[src/rtl/core/atpd_pkg.sv]
// Shared types and constants for the ARM/Thumb instruction predecoder.
// Holds the fetch and decode transaction structs, operation codes and attribute bits.
// No dependencies; every other file of the block imports this package.
package atpd_pkg;

	typedef struct packed {
		logic [31:0] fetch_address;
		logic [31:0] instruction_word;
		logic        thumb_mode;
	} fetch_t;

	typedef struct packed {
		logic [5:0]  operation;
		logic [3:0]  condition;
		logic        always_executes;
		logic [3:0]  dest_reg;
		logic [3:0]  first_reg;
		logic [3:0]  second_reg;
		logic [3:0]  shift_reg;
		logic [31:0] immediate;
		logic [1:0]  shift_kind;
		logic [4:0]  shift_amount;
		logic [3:0]  attributes;
		logic [31:0] next_address;
	} decode_t;

	// Attribute bit positions.
	localparam int ATTR_WPC   = 0;
	localparam int ATTR_FLAGS = 1;
	localparam int ATTR_SREG  = 2;
	localparam int ATTR_IMM   = 3;

	// Dense operation codes. Codes 0 to 15 are the ARM data processing opcodes.
	localparam logic [5:0] OP_AND      = 6'd0;
	localparam logic [5:0] OP_EOR      = 6'd1;
	localparam logic [5:0] OP_SUB      = 6'd2;
	localparam logic [5:0] OP_ADD      = 6'd4;
	localparam logic [5:0] OP_ADC      = 6'd5;
	localparam logic [5:0] OP_SBC      = 6'd6;
	localparam logic [5:0] OP_TST      = 6'd8;
	localparam logic [5:0] OP_CMP      = 6'd10;
	localparam logic [5:0] OP_CMN      = 6'd11;
	localparam logic [5:0] OP_ORR      = 6'd12;
	localparam logic [5:0] OP_MOV      = 6'd13;
	localparam logic [5:0] OP_BIC      = 6'd14;
	localparam logic [5:0] OP_MVN      = 6'd15;
	localparam logic [5:0] OP_MUL      = 6'd16;
	localparam logic [5:0] OP_MLA      = 6'd17;
	localparam logic [5:0] OP_UMULL    = 6'd18;
	localparam logic [5:0] OP_B        = 6'd22;
	localparam logic [5:0] OP_BL       = 6'd23;
	localparam logic [5:0] OP_BX       = 6'd24;
	localparam logic [5:0] OP_BLX_REG  = 6'd25;
	localparam logic [5:0] OP_BLX_IMM  = 6'd26;
	localparam logic [5:0] OP_SVC      = 6'd27;
	localparam logic [5:0] OP_LDR      = 6'd28;
	localparam logic [5:0] OP_LDRB     = 6'd29;
	localparam logic [5:0] OP_STR      = 6'd30;
	localparam logic [5:0] OP_STRB     = 6'd31;
	localparam logic [5:0] OP_LDM      = 6'd32;
	localparam logic [5:0] OP_STM      = 6'd33;
	localparam logic [5:0] OP_CLREX    = 6'd34;
	localparam logic [5:0] OP_NOP      = 6'd35;
	localparam logic [5:0] OP_CPS      = 6'd36;
	localparam logic [5:0] OP_FALLBACK = 6'd37;

	localparam logic [3:0] COND_AL = 4'd14;
	localparam logic [3:0] COND_NV = 4'd15;
	localparam logic [3:0] REG_SP  = 4'd13;
	localparam logic [3:0] REG_PC  = 4'd15;

	// Thumb format 4 ALU op to dense operation code.
	localparam logic [5:0] THUMB_ALU_MAP [16] = '{
		OP_AND, OP_EOR, OP_FALLBACK, OP_FALLBACK, OP_FALLBACK, OP_ADC, OP_SBC, OP_FALLBACK,
		OP_TST, OP_FALLBACK, OP_CMP, OP_CMN, OP_ORR, OP_MUL, OP_BIC, OP_MVN
	};

	// Load/store code from the load and byte bits.
	function automatic logic [5:0] ld_op(input logic load, input logic byte_acc);
		logic [5:0] op;
		if (load) begin
			op = byte_acc ? OP_LDRB : OP_LDR;
		end else begin
			op = byte_acc ? OP_STRB : OP_STR;
		end
		return op;
	endfunction

endpackage

[src/rtl/core/atpd_arm_dec.sv]
// Combinational decoder for 32-bit ARM instruction words.
// Depends on atpd_pkg for the decode record, operation codes and attribute bits.
// The always_executes field is left zero and filled in by the top level.
module atpd_arm_dec import atpd_pkg::*; (
	input  logic [31:0] pc,
	input  logic [31:0] w,
	output decode_t     rec
);

	logic [31:0] br_off;
	logic [31:0] pc_plus8;
	logic [63:0] rot_src;
	logic [4:0]  rot;
	logic [31:0] rot_imm;
	logic [31:0] blx_sum;
	logic        is_mul;
	logic        load;

	assign br_off   = {{6{w[23]}}, w[23:0], 2'b00};
	assign pc_plus8 = pc + 32'd8;
	assign rot_src  = {24'd0, w[7:0], 24'd0, w[7:0]};
	assign rot      = {w[11:8], 1'b0};
	assign rot_imm  = rot_src[rot +: 32];
	assign blx_sum  = pc_plus8 + br_off + {30'd0, w[24], 1'b0};
	assign is_mul   = ((w & 32'h0fc000f0) == 32'h00000090) ||
	                  ((w & 32'h0f8000f0) == 32'h00800090);
	assign load     = w[20];

	always_comb begin
		rec = '0;
		rec.next_address = pc + 32'd4;
		rec.condition = w[31:28];
		if (w[31:28] == COND_NV) begin
			if (w == 32'hf57ff01f) begin
				rec.operation = OP_CLREX;
			end else if ((w & 32'h0c00f000) == 32'h0400f000) begin
				rec.operation = OP_NOP;
			end else if ((w & 32'hfe000000) == 32'hfa000000) begin
				rec.operation = OP_BLX_IMM;
				rec.immediate = {blx_sum[31:1], 1'b0};
				rec.attributes[ATTR_WPC] = 1'b1;
			end else if ((w & 32'hfff1fe20) == 32'hf1000000) begin
				rec.operation = OP_CPS;
				rec.immediate = w;
			end else begin
				rec.operation = OP_FALLBACK;
			end
		end else if (w[27:25] == 3'b101) begin
			rec.operation = w[24] ? OP_BL : OP_B;
			rec.immediate = pc_plus8 + br_off;
			rec.attributes[ATTR_WPC] = 1'b1;
		end else if (w[27:4] == 24'h12fff1) begin
			rec.operation = OP_BX;
			rec.second_reg = w[3:0];
			rec.attributes[ATTR_WPC] = 1'b1;
		end else if (w[27:4] == 24'h12fff3) begin
			rec.operation = OP_BLX_REG;
			rec.second_reg = w[3:0];
			rec.attributes[ATTR_WPC] = 1'b1;
		end else if (w[27:24] == 4'hf) begin
			rec.operation = OP_SVC;
			rec.immediate = {8'd0, w[23:0]};
			rec.attributes[ATTR_WPC] = 1'b1;
		end else if (w[27:26] == 2'b00) begin
			if (is_mul) begin
				if (w[23]) begin
					rec.operation = OP_UMULL + {4'd0, w[22], w[21]};
				end else begin
					rec.operation = w[21] ? OP_MLA : OP_MUL;
				end
				rec.attributes[ATTR_FLAGS] = w[20];
				rec.dest_reg   = w[19:16];
				rec.first_reg  = w[15:12];
				rec.shift_reg  = w[11:8];
				rec.second_reg = w[3:0];
				rec.attributes[ATTR_WPC] = (w[19:16] == REG_PC) ||
				                           (w[23] && (w[15:12] == REG_PC));
			end else if ((w & 32'h0e000090) == 32'h00000090) begin
				rec.operation = OP_FALLBACK;
			end else begin
				rec.operation = {2'b00, w[24:21]};
				rec.attributes[ATTR_FLAGS] = w[20];
				rec.first_reg = w[19:16];
				rec.dest_reg  = w[15:12];
				rec.attributes[ATTR_WPC] = (w[15:12] == REG_PC);
				rec.attributes[ATTR_IMM] = w[25];
				if (w[25]) begin
					rec.immediate = rot_imm;
				end else begin
					rec.second_reg = w[3:0];
					rec.attributes[ATTR_SREG] = w[4];
					rec.shift_kind = w[6:5];
					if (w[4]) begin
						rec.shift_reg = w[11:8];
					end else begin
						rec.shift_amount = w[11:7];
					end
				end
			end
		end else if (w[27:26] == 2'b01) begin
			rec.first_reg = w[19:16];
			rec.dest_reg  = w[15:12];
			rec.attributes[ATTR_WPC] = load && (w[15:12] == REG_PC);
			if (!w[25] && w[24] && !w[21]) begin
				rec.operation = ld_op(load, w[22]);
				rec.immediate = w[23] ? {20'd0, w[11:0]} : (32'd0 - {20'd0, w[11:0]});
				rec.attributes[ATTR_IMM] = 1'b1;
			end else begin
				rec.operation = OP_FALLBACK;
			end
		end else if (w[27:25] == 3'b100) begin
			rec.operation = w[22] ? OP_FALLBACK : (load ? OP_LDM : OP_STM);
			rec.first_reg = w[19:16];
			rec.immediate = {16'd0, w[15:0]};
			rec.attributes[ATTR_WPC] = load && w[15];
		end else begin
			rec.operation = OP_FALLBACK;
		end
	end

endmodule

[src/rtl/core/atpd_thumb_dec.sv]
// Combinational decoder for 16-bit Thumb instruction halfwords.
// Depends on atpd_pkg for the decode record, operation codes and the ALU map.
// The always_executes field is left zero and filled in by the top level.
module atpd_thumb_dec import atpd_pkg::*; (
	input  logic [31:0] pc,
	input  logic [15:0] t,
	output decode_t     rec
);

	logic [31:0] pc_plus4;
	logic [31:0] bcond_off;
	logic [31:0] b_off;
	logic [3:0]  hd;

	assign pc_plus4  = pc + 32'd4;
	assign bcond_off = {{23{t[7]}}, t[7:0], 1'b0};
	assign b_off     = {{20{t[10]}}, t[10:0], 1'b0};
	assign hd        = {t[7], t[2:0]};

	always_comb begin
		rec = '0;
		rec.next_address = pc + 32'd2;
		rec.condition = COND_AL;
		rec.attributes[ATTR_FLAGS] = 1'b1;
		if (t[15:13] == 3'b001) begin
			// Move, compare, add, subtract with an 8-bit immediate.
			rec.dest_reg  = {1'b0, t[10:8]};
			rec.first_reg = {1'b0, t[10:8]};
			rec.immediate = {24'd0, t[7:0]};
			rec.attributes[ATTR_IMM] = 1'b1;
			case (t[12:11])
				2'd0:    rec.operation = OP_MOV;
				2'd1:    rec.operation = OP_CMP;
				2'd2:    rec.operation = OP_ADD;
				default: rec.operation = OP_SUB;
			endcase
		end else if (t[15:13] == 3'b000 && t[12:11] != 2'b11) begin
			rec.dest_reg     = {1'b0, t[2:0]};
			rec.second_reg   = {1'b0, t[5:3]};
			rec.shift_amount = t[10:6];
			rec.shift_kind   = t[12:11];
			rec.operation    = OP_MOV;
		end else if (t[15:11] == 5'b00011) begin
			rec.operation = t[9] ? OP_SUB : OP_ADD;
			rec.dest_reg  = {1'b0, t[2:0]};
			rec.first_reg = {1'b0, t[5:3]};
			if (t[10]) begin
				rec.immediate = {29'd0, t[8:6]};
				rec.attributes[ATTR_IMM] = 1'b1;
			end else begin
				rec.second_reg = {1'b0, t[8:6]};
			end
		end else if (t[15:10] == 6'b010000) begin
			rec.dest_reg   = {1'b0, t[2:0]};
			rec.first_reg  = {1'b0, t[2:0]};
			rec.second_reg = {1'b0, t[5:3]};
			rec.operation  = THUMB_ALU_MAP[t[9:6]];
		end else if (t[15:10] == 6'b010001) begin
			// High register operations and branch exchange.
			rec.second_reg = t[6:3];
			case (t[9:8])
				2'd3: begin
					rec.operation = t[7] ? OP_BLX_REG : OP_BX;
					rec.attributes[ATTR_WPC] = 1'b1;
				end
				2'd2: begin
					rec.operation = OP_MOV;
					rec.dest_reg = hd;
					rec.attributes[ATTR_FLAGS] = 1'b0;
					rec.attributes[ATTR_WPC] = (hd == REG_PC);
				end
				2'd0: begin
					rec.operation = OP_ADD;
					rec.dest_reg = hd;
					rec.first_reg = hd;
					rec.attributes[ATTR_FLAGS] = 1'b0;
					rec.attributes[ATTR_WPC] = (hd == REG_PC);
				end
				default: begin
					rec.operation = OP_CMP;
					rec.first_reg = hd;
				end
			endcase
		end else if (t[15:11] == 5'b01001) begin
			rec.operation = OP_LDR;
			rec.dest_reg  = {1'b0, t[10:8]};
			rec.first_reg = REG_PC;
			rec.immediate = {22'd0, t[7:0], 2'b00};
			rec.attributes[ATTR_IMM] = 1'b1;
			rec.attributes[ATTR_FLAGS] = 1'b0;
		end else if (t[15:13] == 3'b011) begin
			rec.dest_reg  = {1'b0, t[2:0]};
			rec.first_reg = {1'b0, t[5:3]};
			rec.immediate = t[12] ? {27'd0, t[10:6]} : {25'd0, t[10:6], 2'b00};
			rec.attributes[ATTR_IMM] = 1'b1;
			rec.attributes[ATTR_FLAGS] = 1'b0;
			rec.operation = ld_op(t[11], t[12]);
		end else if (t[15:12] == 4'b1001) begin
			rec.dest_reg  = {1'b0, t[10:8]};
			rec.first_reg = REG_SP;
			rec.immediate = {22'd0, t[7:0], 2'b00};
			rec.attributes[ATTR_IMM] = 1'b1;
			rec.attributes[ATTR_FLAGS] = 1'b0;
			rec.operation = t[11] ? OP_LDR : OP_STR;
		end else if (t[15:12] == 4'b1101 && t[11:8] == COND_NV) begin
			rec.operation = OP_SVC;
			rec.immediate = {24'd0, t[7:0]};
			rec.attributes[ATTR_WPC] = 1'b1;
		end else if (t[15:12] == 4'b1101 && t[11:8] != COND_AL) begin
			rec.operation = OP_B;
			rec.condition = t[11:8];
			rec.immediate = pc_plus4 + bcond_off;
			rec.attributes[ATTR_WPC] = 1'b1;
		end else if (t[15:11] == 5'b11100) begin
			rec.operation = OP_B;
			rec.immediate = pc_plus4 + b_off;
			rec.attributes[ATTR_WPC] = 1'b1;
		end else begin
			rec.operation = OP_FALLBACK;
		end
	end

endmodule

[src/rtl/core/arm_thumb_instruction_predecoder.sv]
// Top level of the ARM/Thumb instruction predecoder: input register, decode, result register.
// Depends on atpd_pkg, atpd_arm_dec and atpd_thumb_dec.
//
// Channel   Role     Handshake               Payload
// fetch     in       fetch_valid/stall       fetch_t  (address, word, Thumb flag)
// decode    out      decode_valid/stall      decode_t (predecoded record)
//
// A transaction accepted into the input register is decoded from it combinationally and
// lands in the result register once that register is empty or being read, which raises
// decode_valid. Both stages advance every cycle the result side is not stalled,
// so one fetch transaction is accepted per cycle. An empty input stage is filled even while
// a finished result waits, so fetch_stall rises only when both stages hold transactions and
// decode is stalled. Reset clears the two valid flags; payload registers are not reset.
module arm_thumb_instruction_predecoder import atpd_pkg::*; (
	input  logic    clk,
	input  logic    arst_n,
	input  logic    fetch_valid,
	output logic    fetch_stall,
	input  fetch_t  fetch,
	output logic    decode_valid,
	input  logic    decode_stall,
	output decode_t decode
);

	logic    valid_s1;
	fetch_t  fetch_s1;
	logic    valid_s2;
	decode_t decode_s2;
	logic    load_s1;
	logic    load_s2;
	decode_t arm_rec;
	decode_t thumb_rec;
	decode_t rec;

	// The result register takes a new value when it is empty or its value is being taken.
	assign load_s2     = !valid_s2 || !decode_stall;
	assign load_s1     = !valid_s1 || load_s2;
	assign fetch_stall = !load_s1;

	atpd_arm_dec u_arm_dec (
		.pc  (fetch_s1.fetch_address),
		.w   (fetch_s1.instruction_word),
		.rec (arm_rec)
	);

	atpd_thumb_dec u_thumb_dec (
		.pc  (fetch_s1.fetch_address),
		.t   (fetch_s1.instruction_word[15:0]),
		.rec (thumb_rec)
	);

	// Pick the decoder for the mode and mark unconditional execution.
	always_comb begin
		rec = fetch_s1.thumb_mode ? thumb_rec : arm_rec;
		rec.always_executes = (rec.condition == COND_AL) || (rec.condition == COND_NV);
	end

	always_ff @(posedge clk or negedge arst_n) begin
		if (!arst_n) begin
			valid_s1 <= 1'b0;
			valid_s2 <= 1'b0;
		end else begin
			if (load_s1) begin
				valid_s1 <= fetch_valid;
			end
			if (load_s2) begin
				valid_s2 <= valid_s1;
			end
		end
	end

	always_ff @(posedge clk) begin
		if (load_s1 && fetch_valid) begin
			fetch_s1 <= fetch;
		end
		if (load_s2 && valid_s1) begin
			decode_s2 <= rec;
		end
	end

	assign decode_valid = valid_s2;
	assign decode       = decode_s2;

endmodule

[config.mk]
export PLATFORM = sky130hd
export DESIGN_NAME = arm_thumb_instruction_predecoder
export DESIGN_NICKNAME = d
export VERILOG_FILES = /design/src/rtl/core/atpd_pkg.sv /design/src/rtl/core/atpd_arm_dec.sv /design/src/rtl/core/atpd_thumb_dec.sv /design/src/rtl/core/arm_thumb_instruction_predecoder.sv
export SDC_FILE = /design/constraint.sdc
export NUM_CORES = 1
export LEC_CHECK = 0
export BUFFER_PORTS_ARGS = -buffer_cell sky130_fd_sc_hd__clkbuf_2
export CAP_MARGIN = 40
export CELL_PAD_IN_SITES_DETAIL_PLACEMENT = 1
export CELL_PAD_IN_SITES_GLOBAL_PLACEMENT = 1
export CORE_MARGIN = 2
export CORE_UTILIZATION = 43
export CTS_BUF_LIST = sky130_fd_sc_hd__clkbuf_8
export CTS_CLUSTER_SIZE = 14
export DETAILED_ROUTE_END_ITERATION = 8
export PLACE_DENSITY_LB_ADDON = 0.1
export SYNTH_ARGS = -nofsm -noshare
export SYNTH_HDL_FRONTEND = slang
export SYNTH_SLANG_ARGS = --single-unit
[constraint.sdc]
create_clock -name clk -period 8.75 [get_ports clk]
set_clock_uncertainty 0.05 [all_clocks]
set_input_delay 0.4375 -clock clk [delete_from_list [all_inputs] [get_ports clk]]
set_output_delay 0.4375 -clock clk [all_outputs]
set_load 0.01 [all_outputs]
==> results of run 1 <==
[layout by cell type, fill, tap and decap left out, types with 30 or more instances in the layout]
master,Yosys,final
a21o_1,37,37
a21oi_1,159,159
buf_4,2,48
clkbuf_2,1,172
dlygate4sd3_1,0,64
edfxtp_1,167,167
ha_1,130,130
inv_1,49,51
nand2_1,179,179
nand3_1,69,69
nand4_1,30,30
nor2_1,161,161
nor3_1,49,49
o21ai_0,128,128
o22ai_1,30,30
xnor2_1,90,90
xor2_1,50,50
[stage by stage]
stage | worst slack [ps] | area, um2
after global placement | 3343 | 17670
final | 3063 | 18870
after CTS | 3151 | 18820
after global routing | 2804 | 18860
after detailed placement | 3162 | 17760
after floorplan | 154.8 | 16330
[layout make-up]
| cell class | count | share of cell area, % |
|---|---|---|
| clock buffers | 18 | 1.313 |
| flip-flops and latches | 169 | 26.84 |
| multi-input cells | 1577 | 56.24 |
| repair buffers | 289 | 10.28 |
| well taps | 511 | 3.388 |
| clock inverters | 14 | 0.9083 |
| diodes | 3 | 0.03978 |
| inverters | 50 | 0.9945 |
[logic make-up (layout without fill, tap and decap cells)]
logic type	after synthesis	after routing	share of synthesized area [%]
AOI/OAI and AO/OA	624	624	25.62
DFF	169	169	31.01
and+or+nand+nor	664	664	20.41
muxes	14	14	0.8734
adders and majority gates	132	132	10.21
buffers and inverters	159	371	4.068
xor gates and xnor gates	143	143	7.807
other	0	3	0
[how the worst max path moves through the flow]
stage            startpoint          to  depth (start not counted)
2_1_floorplan  decode_stall   decode[0]                          1
3_3_place_gp   fetch_s1[35]  decode[72]                         18
3_5_place_dp   fetch_s1[35]  decode[74]                         19
4_1_cts        fetch_s1[35]  decode[74]                         19
5_1_grt        fetch_s1[35]  decode[74]                         18
6_report       fetch_s1[35]  decode[74]                         18
[flip-flops by register name (all words and copies together) (netlist names)]
signal	count
decode_valid	1
decode	102
fetch_s1	65
valid_s1	1
[per-layer routing]
| metal | GRT usage (%) | vias to the layer above | share of wire [%] |
|---|---|---|---|
| met2 | 58.15 | 909 | 44 |
| li1 | - | 7661 | - |
| met5 | 0 | - | 0.017 |
| met4 | 16.64 | 2 | 4.4 |
| met3 | 7.206 | 181 | 8.8 |
| met1 | 52.56 | 8554 | 43 |
[where the power goes]
part / internal, uW / switching (uW) / total (uW)
Clock: 292 / 340 / 632
Sequential: 970 / 54.4 / 1020
Combinational: 418 / 797 / 1220
Total: 1680 / 1190 / 2870
[what timing repair did]
action | 4_1_cts | 5_1_grt
endpoints found under the setup margin | 0 | 0
hold endpoints to repair | 65 | 0
hold buffers | 64 | 0
==> impl_metrics.ini, run 1 <==
[worst_setup_path]
slowest_stage = edfxtp_1
crit_arrival_ps = 5950
path_class = reg -> reg
crit_top_cell = nand3_1
r2r_cells = 18
r2r-end = decode[74]
end_kind = register
critPathMaxFanout = 11
worst-path-buf-inv = 0
rr_startpoint = fetch_s1[35]
worstPathRequired_ps = 9010
r2r_setup_slack_ps = 3060
cp_cell_sequence = ha_1 -> nand3_1 -> nor2_1 -> nand3_1 -> nor2_1 -> and2_1 -> and3_1 -> nand3_1 -> xnor2_1 -> ha_1 -> nand2_1 -> a211oi_1 -> nor3_1 -> o31ai_1 -> a21o_1 -> a21oi_1 -> xor2_1 -> a221o_1
slowest_delay_ps = 640
startpoint_type = register
path_delay_family = simple AND/OR/NAND/NOR gates

[finish]
fillers = 4438
fin_util_pct = 50.22
multiInputGateArea_um2 = 10610
layout-drive-gt1-share_pct = 14.27
fin_cells = 2631
nets = 2305
layout.area.seq_um2 = 5065
layout-area-overhead-vs-synth_pct = 15.56

[global_routing]
grt_antenna_before_repair = 5
grt_pass1_wl_mm = 110.6
grt-ovfl-total = 0
grt_pass1_vias = 16989
grt_use_total_pct = 38.14
grt_max_degree = 71

[clock_tree]
tritoncts = done
clk_latency_ps = 560
cts_made_buffers = 17
clk_path_buf_depth = 2
cts_sinks = 169
cts_setup_buffers = 0
ctsResizeCount = 0
clk_pin_slew_ps = 100
htree_num_levels = 4
clockRootBuffer = clkbuf_8

[detailed_routing]
drc = 0
route.vias.total = 17307
first_pass_iters = 8
wl_per_cell_um = 28.47
totalWireLength_mm = 74.91
antenna_left = 0
drt_iter0_drc = 1812
vias_per_cell = 6.578

[die]
die_h_um = 198.9
placeableCoreArea_um2 = 37580
die_w_um = 198.9
io_pins = 173
rows = 71
initial_core_util_pct = 43.46
die-area_um2 = 39550

[timing]
max-slew-margin-rel_pct = 33.53
period_minus_slack_ps = 5687
setup_violations = 0
rsz0062_at_grt = no
final_max_slew_viol_count = 0
clock.fmax_ghz = 0.1758
tightest_slew_ps = 991.0
setup_tns_ps = 0
min_period_over_period_pct = 65.00
hold_viol = 0
hold_ws_ps = 32.90

[place]
io_buffers = 172
place_inst = 2530
dp_hpwl_mm = 55.80
routabilityCongestion = 0.9767

[status]
status = finished, final reports clean

[yosys]
synth_commonest_cells = nand2_1, edfxtp_1, nor2_1
async_reset_ff_share_pct = 1.183
synth_edf_count = 167
syn-instance-count = 1905
seq_area_frac_synth_pct = 31.01
avgSynthCellArea_um2 = 8.573
ys_top_cells_by_area = edfxtp_1, ha_1, a21oi_1
synth.distinct_cells = 103
synth_area_leader_cell = edfxtp_1
synthFlopType = edfxtp_1
yosysMostFrequentCell = nand2_1
synth_top_area_share_pct = 30.71
syn-num-nets = 2106
ys.warnings.count = 0
ys_ff_latch = 169
syn_area_um2 = 16330

[pwr]
power_density_nw_per_um2 = 152.2
ir_worst_vdd_uv = 124.2
p_leak_uw = 0.007457
total_power_uw = 2872

[hold_path]
hp-class = in -> reg
hold_depth = 1
min_from = fetch[62]
holdPathEnd = fetch_s1[62]

[job]
drv_cap = 0
Note: power is estimated with default switching activity, not from simulation.
==> run 2, diff against run 1 <==
--- a/config.mk
+++ b/config.mk
@@ -10,7 +10,7 @@
 export CELL_PAD_IN_SITES_DETAIL_PLACEMENT = 1
 export CELL_PAD_IN_SITES_GLOBAL_PLACEMENT = 1
 export CORE_MARGIN = 2
-export CORE_UTILIZATION = 43
+export CORE_UTILIZATION = 47
 export CTS_BUF_LIST = sky130_fd_sc_hd__clkbuf_8
 export CTS_CLUSTER_SIZE = 14
 export DETAILED_ROUTE_END_ITERATION = 8
==> constraint.sdc (replaced) <==
create_clock -name clk -period 5.8 [get_ports clk]
set_clock_uncertainty 0.05 [all_clocks]
set_input_delay 0.29 -clock clk [delete_from_list [all_inputs] [get_ports clk]]
set_output_delay 0.29 -clock clk [all_outputs]
set_load 0.01 [all_outputs]
==> run 2 against run 1 <==
Compared with the run above:
- largest power group unchanged
- global-route usage grew 4.3 points
- routed wire length grew 3.3%
- setup slack got worse by 2700 ps
- combinational power is 52% higher
- count of clock-buffer cells in the layout fell by 1
- critical path type unchanged
- worst hold slack improved by 13 ps
- sequential cell count unchanged
- non-clock buffer count is 10 higher
- final cell count down 1.9%
==> impl_metrics.ini, run 2 (synthesis gave the netlist of run 1 again) <==
[status]
status = finished, final reports clean

[timing]
min_period_over_period_pct = 93.23
setup_tns_ps = 0
period_minus_slack_ps = 5407
tightest_slew_ps = 1008
max-slew-margin-rel_pct = 32.34
final_max_slew_viol_count = 0
hold_viol = 0
rsz0062_at_grt = no
setup_violations = 0
clock.fmax_ghz = 0.1849
layout_setup_ws_ps = 392.6

[clock_tree]
cts_sinks = 169
cts_setup_buffers = 0
htree_num_levels = 4
cts_made_buffers = 17
clk_pin_slew_ps = 120
clk_path_buf_depth = 2
tritoncts = done
clk_latency_ps = 540
clockRootBuffer = clkbuf_8

[pwr]
power_density_nw_per_um2 = 230.3
ir_worst_vdd_uv = 161.0
total_power_uw = 4338
p_leak_uw = 0.007460

[worst_setup_path]
end_kind = register
path_class = reg -> reg
crit_arrival_ps = 5620
crit_top_cell = nand3_1
critPathMaxFanout = 6
slowest_stage = edfxtp_1
cp_cell_sequence = ha_1 -> nand3_1 -> nor2_1 -> nand3_1 -> nor2_1 -> and2_1 -> nand3_1 -> xnor2_1 -> ha_1 -> a21o_1 -> a21o_1 -> a21oi_1 -> o21ai_0 -> nor3_1 -> o31ai_1 -> a21oi_1 -> xor2_1 -> o22ai_1 -> or3_1
worstPathRequired_ps = 6010
slowest_delay_ps = 480
startpoint_type = register

[detailed_routing]
first_pass_iters = 6
totalWireLength_mm = 77.37
route.vias.total = 17764
vias_per_cell = 6.880
drt_iter0_drc = 2192
drc = 0
wl_per_cell_um = 29.97
antenna_left = 0

[die]
io_pins = 173
die_w_um = 190.4
placeableCoreArea_um2 = 34370
die_h_um = 190.4
rows = 68
initial_core_util_pct = 47.51
die-area_um2 = 36250

[finish]
nets = 2315
layout-area-overhead-vs-synth_pct = 15.36
final_common_cell = nand2_1
fillers = 4143
largest_reg_flops = 102
layout_common_cells = nand2_1, clkbuf_2, edfxtp_1, nor2_1, a21oi_1
layout-drive-gt1-share_pct = 14.58

[place]
io_buffers = 172
dp_hpwl_mm = 56.46
place_ws_ps = 578.2
routabilityCongestion = 0.9929

[global_routing]
grt-ovfl-total = 0
grt_max_degree = 73
grt_pass1_vias = 17684
grt_pass1_wl_mm = 113.8
grt_use_total_pct = 42.47
grt_antenna_before_repair = 1

[hold_path]
hp-class = in -> async

[job]
drv_cap = 0
==> run 2: area by class of cell <==
class | count | area (um2) | area share, %
Timing Repair Buffer | 299 | 1997 | 10.60
Inverter | 50 | 187.7 | 0.9962
Clock buffer | 17 | 234.0 | 1.242
Clock inverter | 14 | 163.9 | 0.8700
Antenna cell | 1 | 2.502 | 0.01328
Tap cell | 455 | 569.3 | 3.022
Sequential cell | 169 | 5065 | 26.88
Multi-Input combinational cell | 1577 | 10620 | 56.37
==> run 2: routing by layer <==
layer / global-route usage [%] / wire [um] / vias to the layer above
met5: 0 / 0 / -
met2: 64.08 / 33700 / 1153
met4: 21.77 / 4010 / 0
met1: 55.86 / 31100 / 8709
met3: 11.30 / 8561 / 229
li1: - / - / 7673
==> run 2: what timing repair did <==
item,CTS,global route
endpoints found under the setup margin,0,3
hold buffers,67,1
resized for setup,0,2
endpoints found under the hold margin,68,1
==> run 2: through the flow <==
| step | hold slack, ps | instances | util (%) | cell area (um2) |
|---|---|---|---|---|
| CTS | 0.06023 | 2578 | 54.72 | 18810 |
| global placement | 25.23 | 2475 | 51.46 | 17690 |
| detailed placement | 29.52 | 2480 | 51.61 | 17740 |
| global route | 56.82 | 2581 | 54.80 | 18840 |
| floorplan | -55.59 | 1905 | - | 16330 |
| finish | 45.81 | 2582 | 54.81 | 18840 |
==> run 2: path summary, 6_finish.rpt <==
check	slack, ps	end	start	depth (start not counted)
setup / recovery	390	decode[72]	fetch_s1[36]	19
hold / removal	50	valid_s1	arst_n	2
hold reg to reg	470	decode_valid	valid_s1	1
setup reg to reg	390	decode[72]	fetch_s1[36]	19
min in group clk	410	fetch_s1[31]	fetch[31]	2
max in group asynchronous	5560	decode_valid	arst_n	2
==> run 2: critical path: cells and delay by family (launching register included) <==
kind	cells	cell delay [ps]
xor gates and xnor gates	2	560
AOI/OAI and AO/OA	7	1150
and+or+nand+nor	8	2230
DFF	1	480
adders and majority gates	2	660
==> run 2: report_power, final <==
| group | internal, uW | switching, uW | leakage [uW] |
|---|---|---|---|
| Combinational | 636 | 1220 | 0.00561 |
| Clock | 392 | 541 | 0.000205 |
| Sequential | 1460 | 87.4 | 0.00165 |
| Total | 2490 | 1850 | 0.00746 |
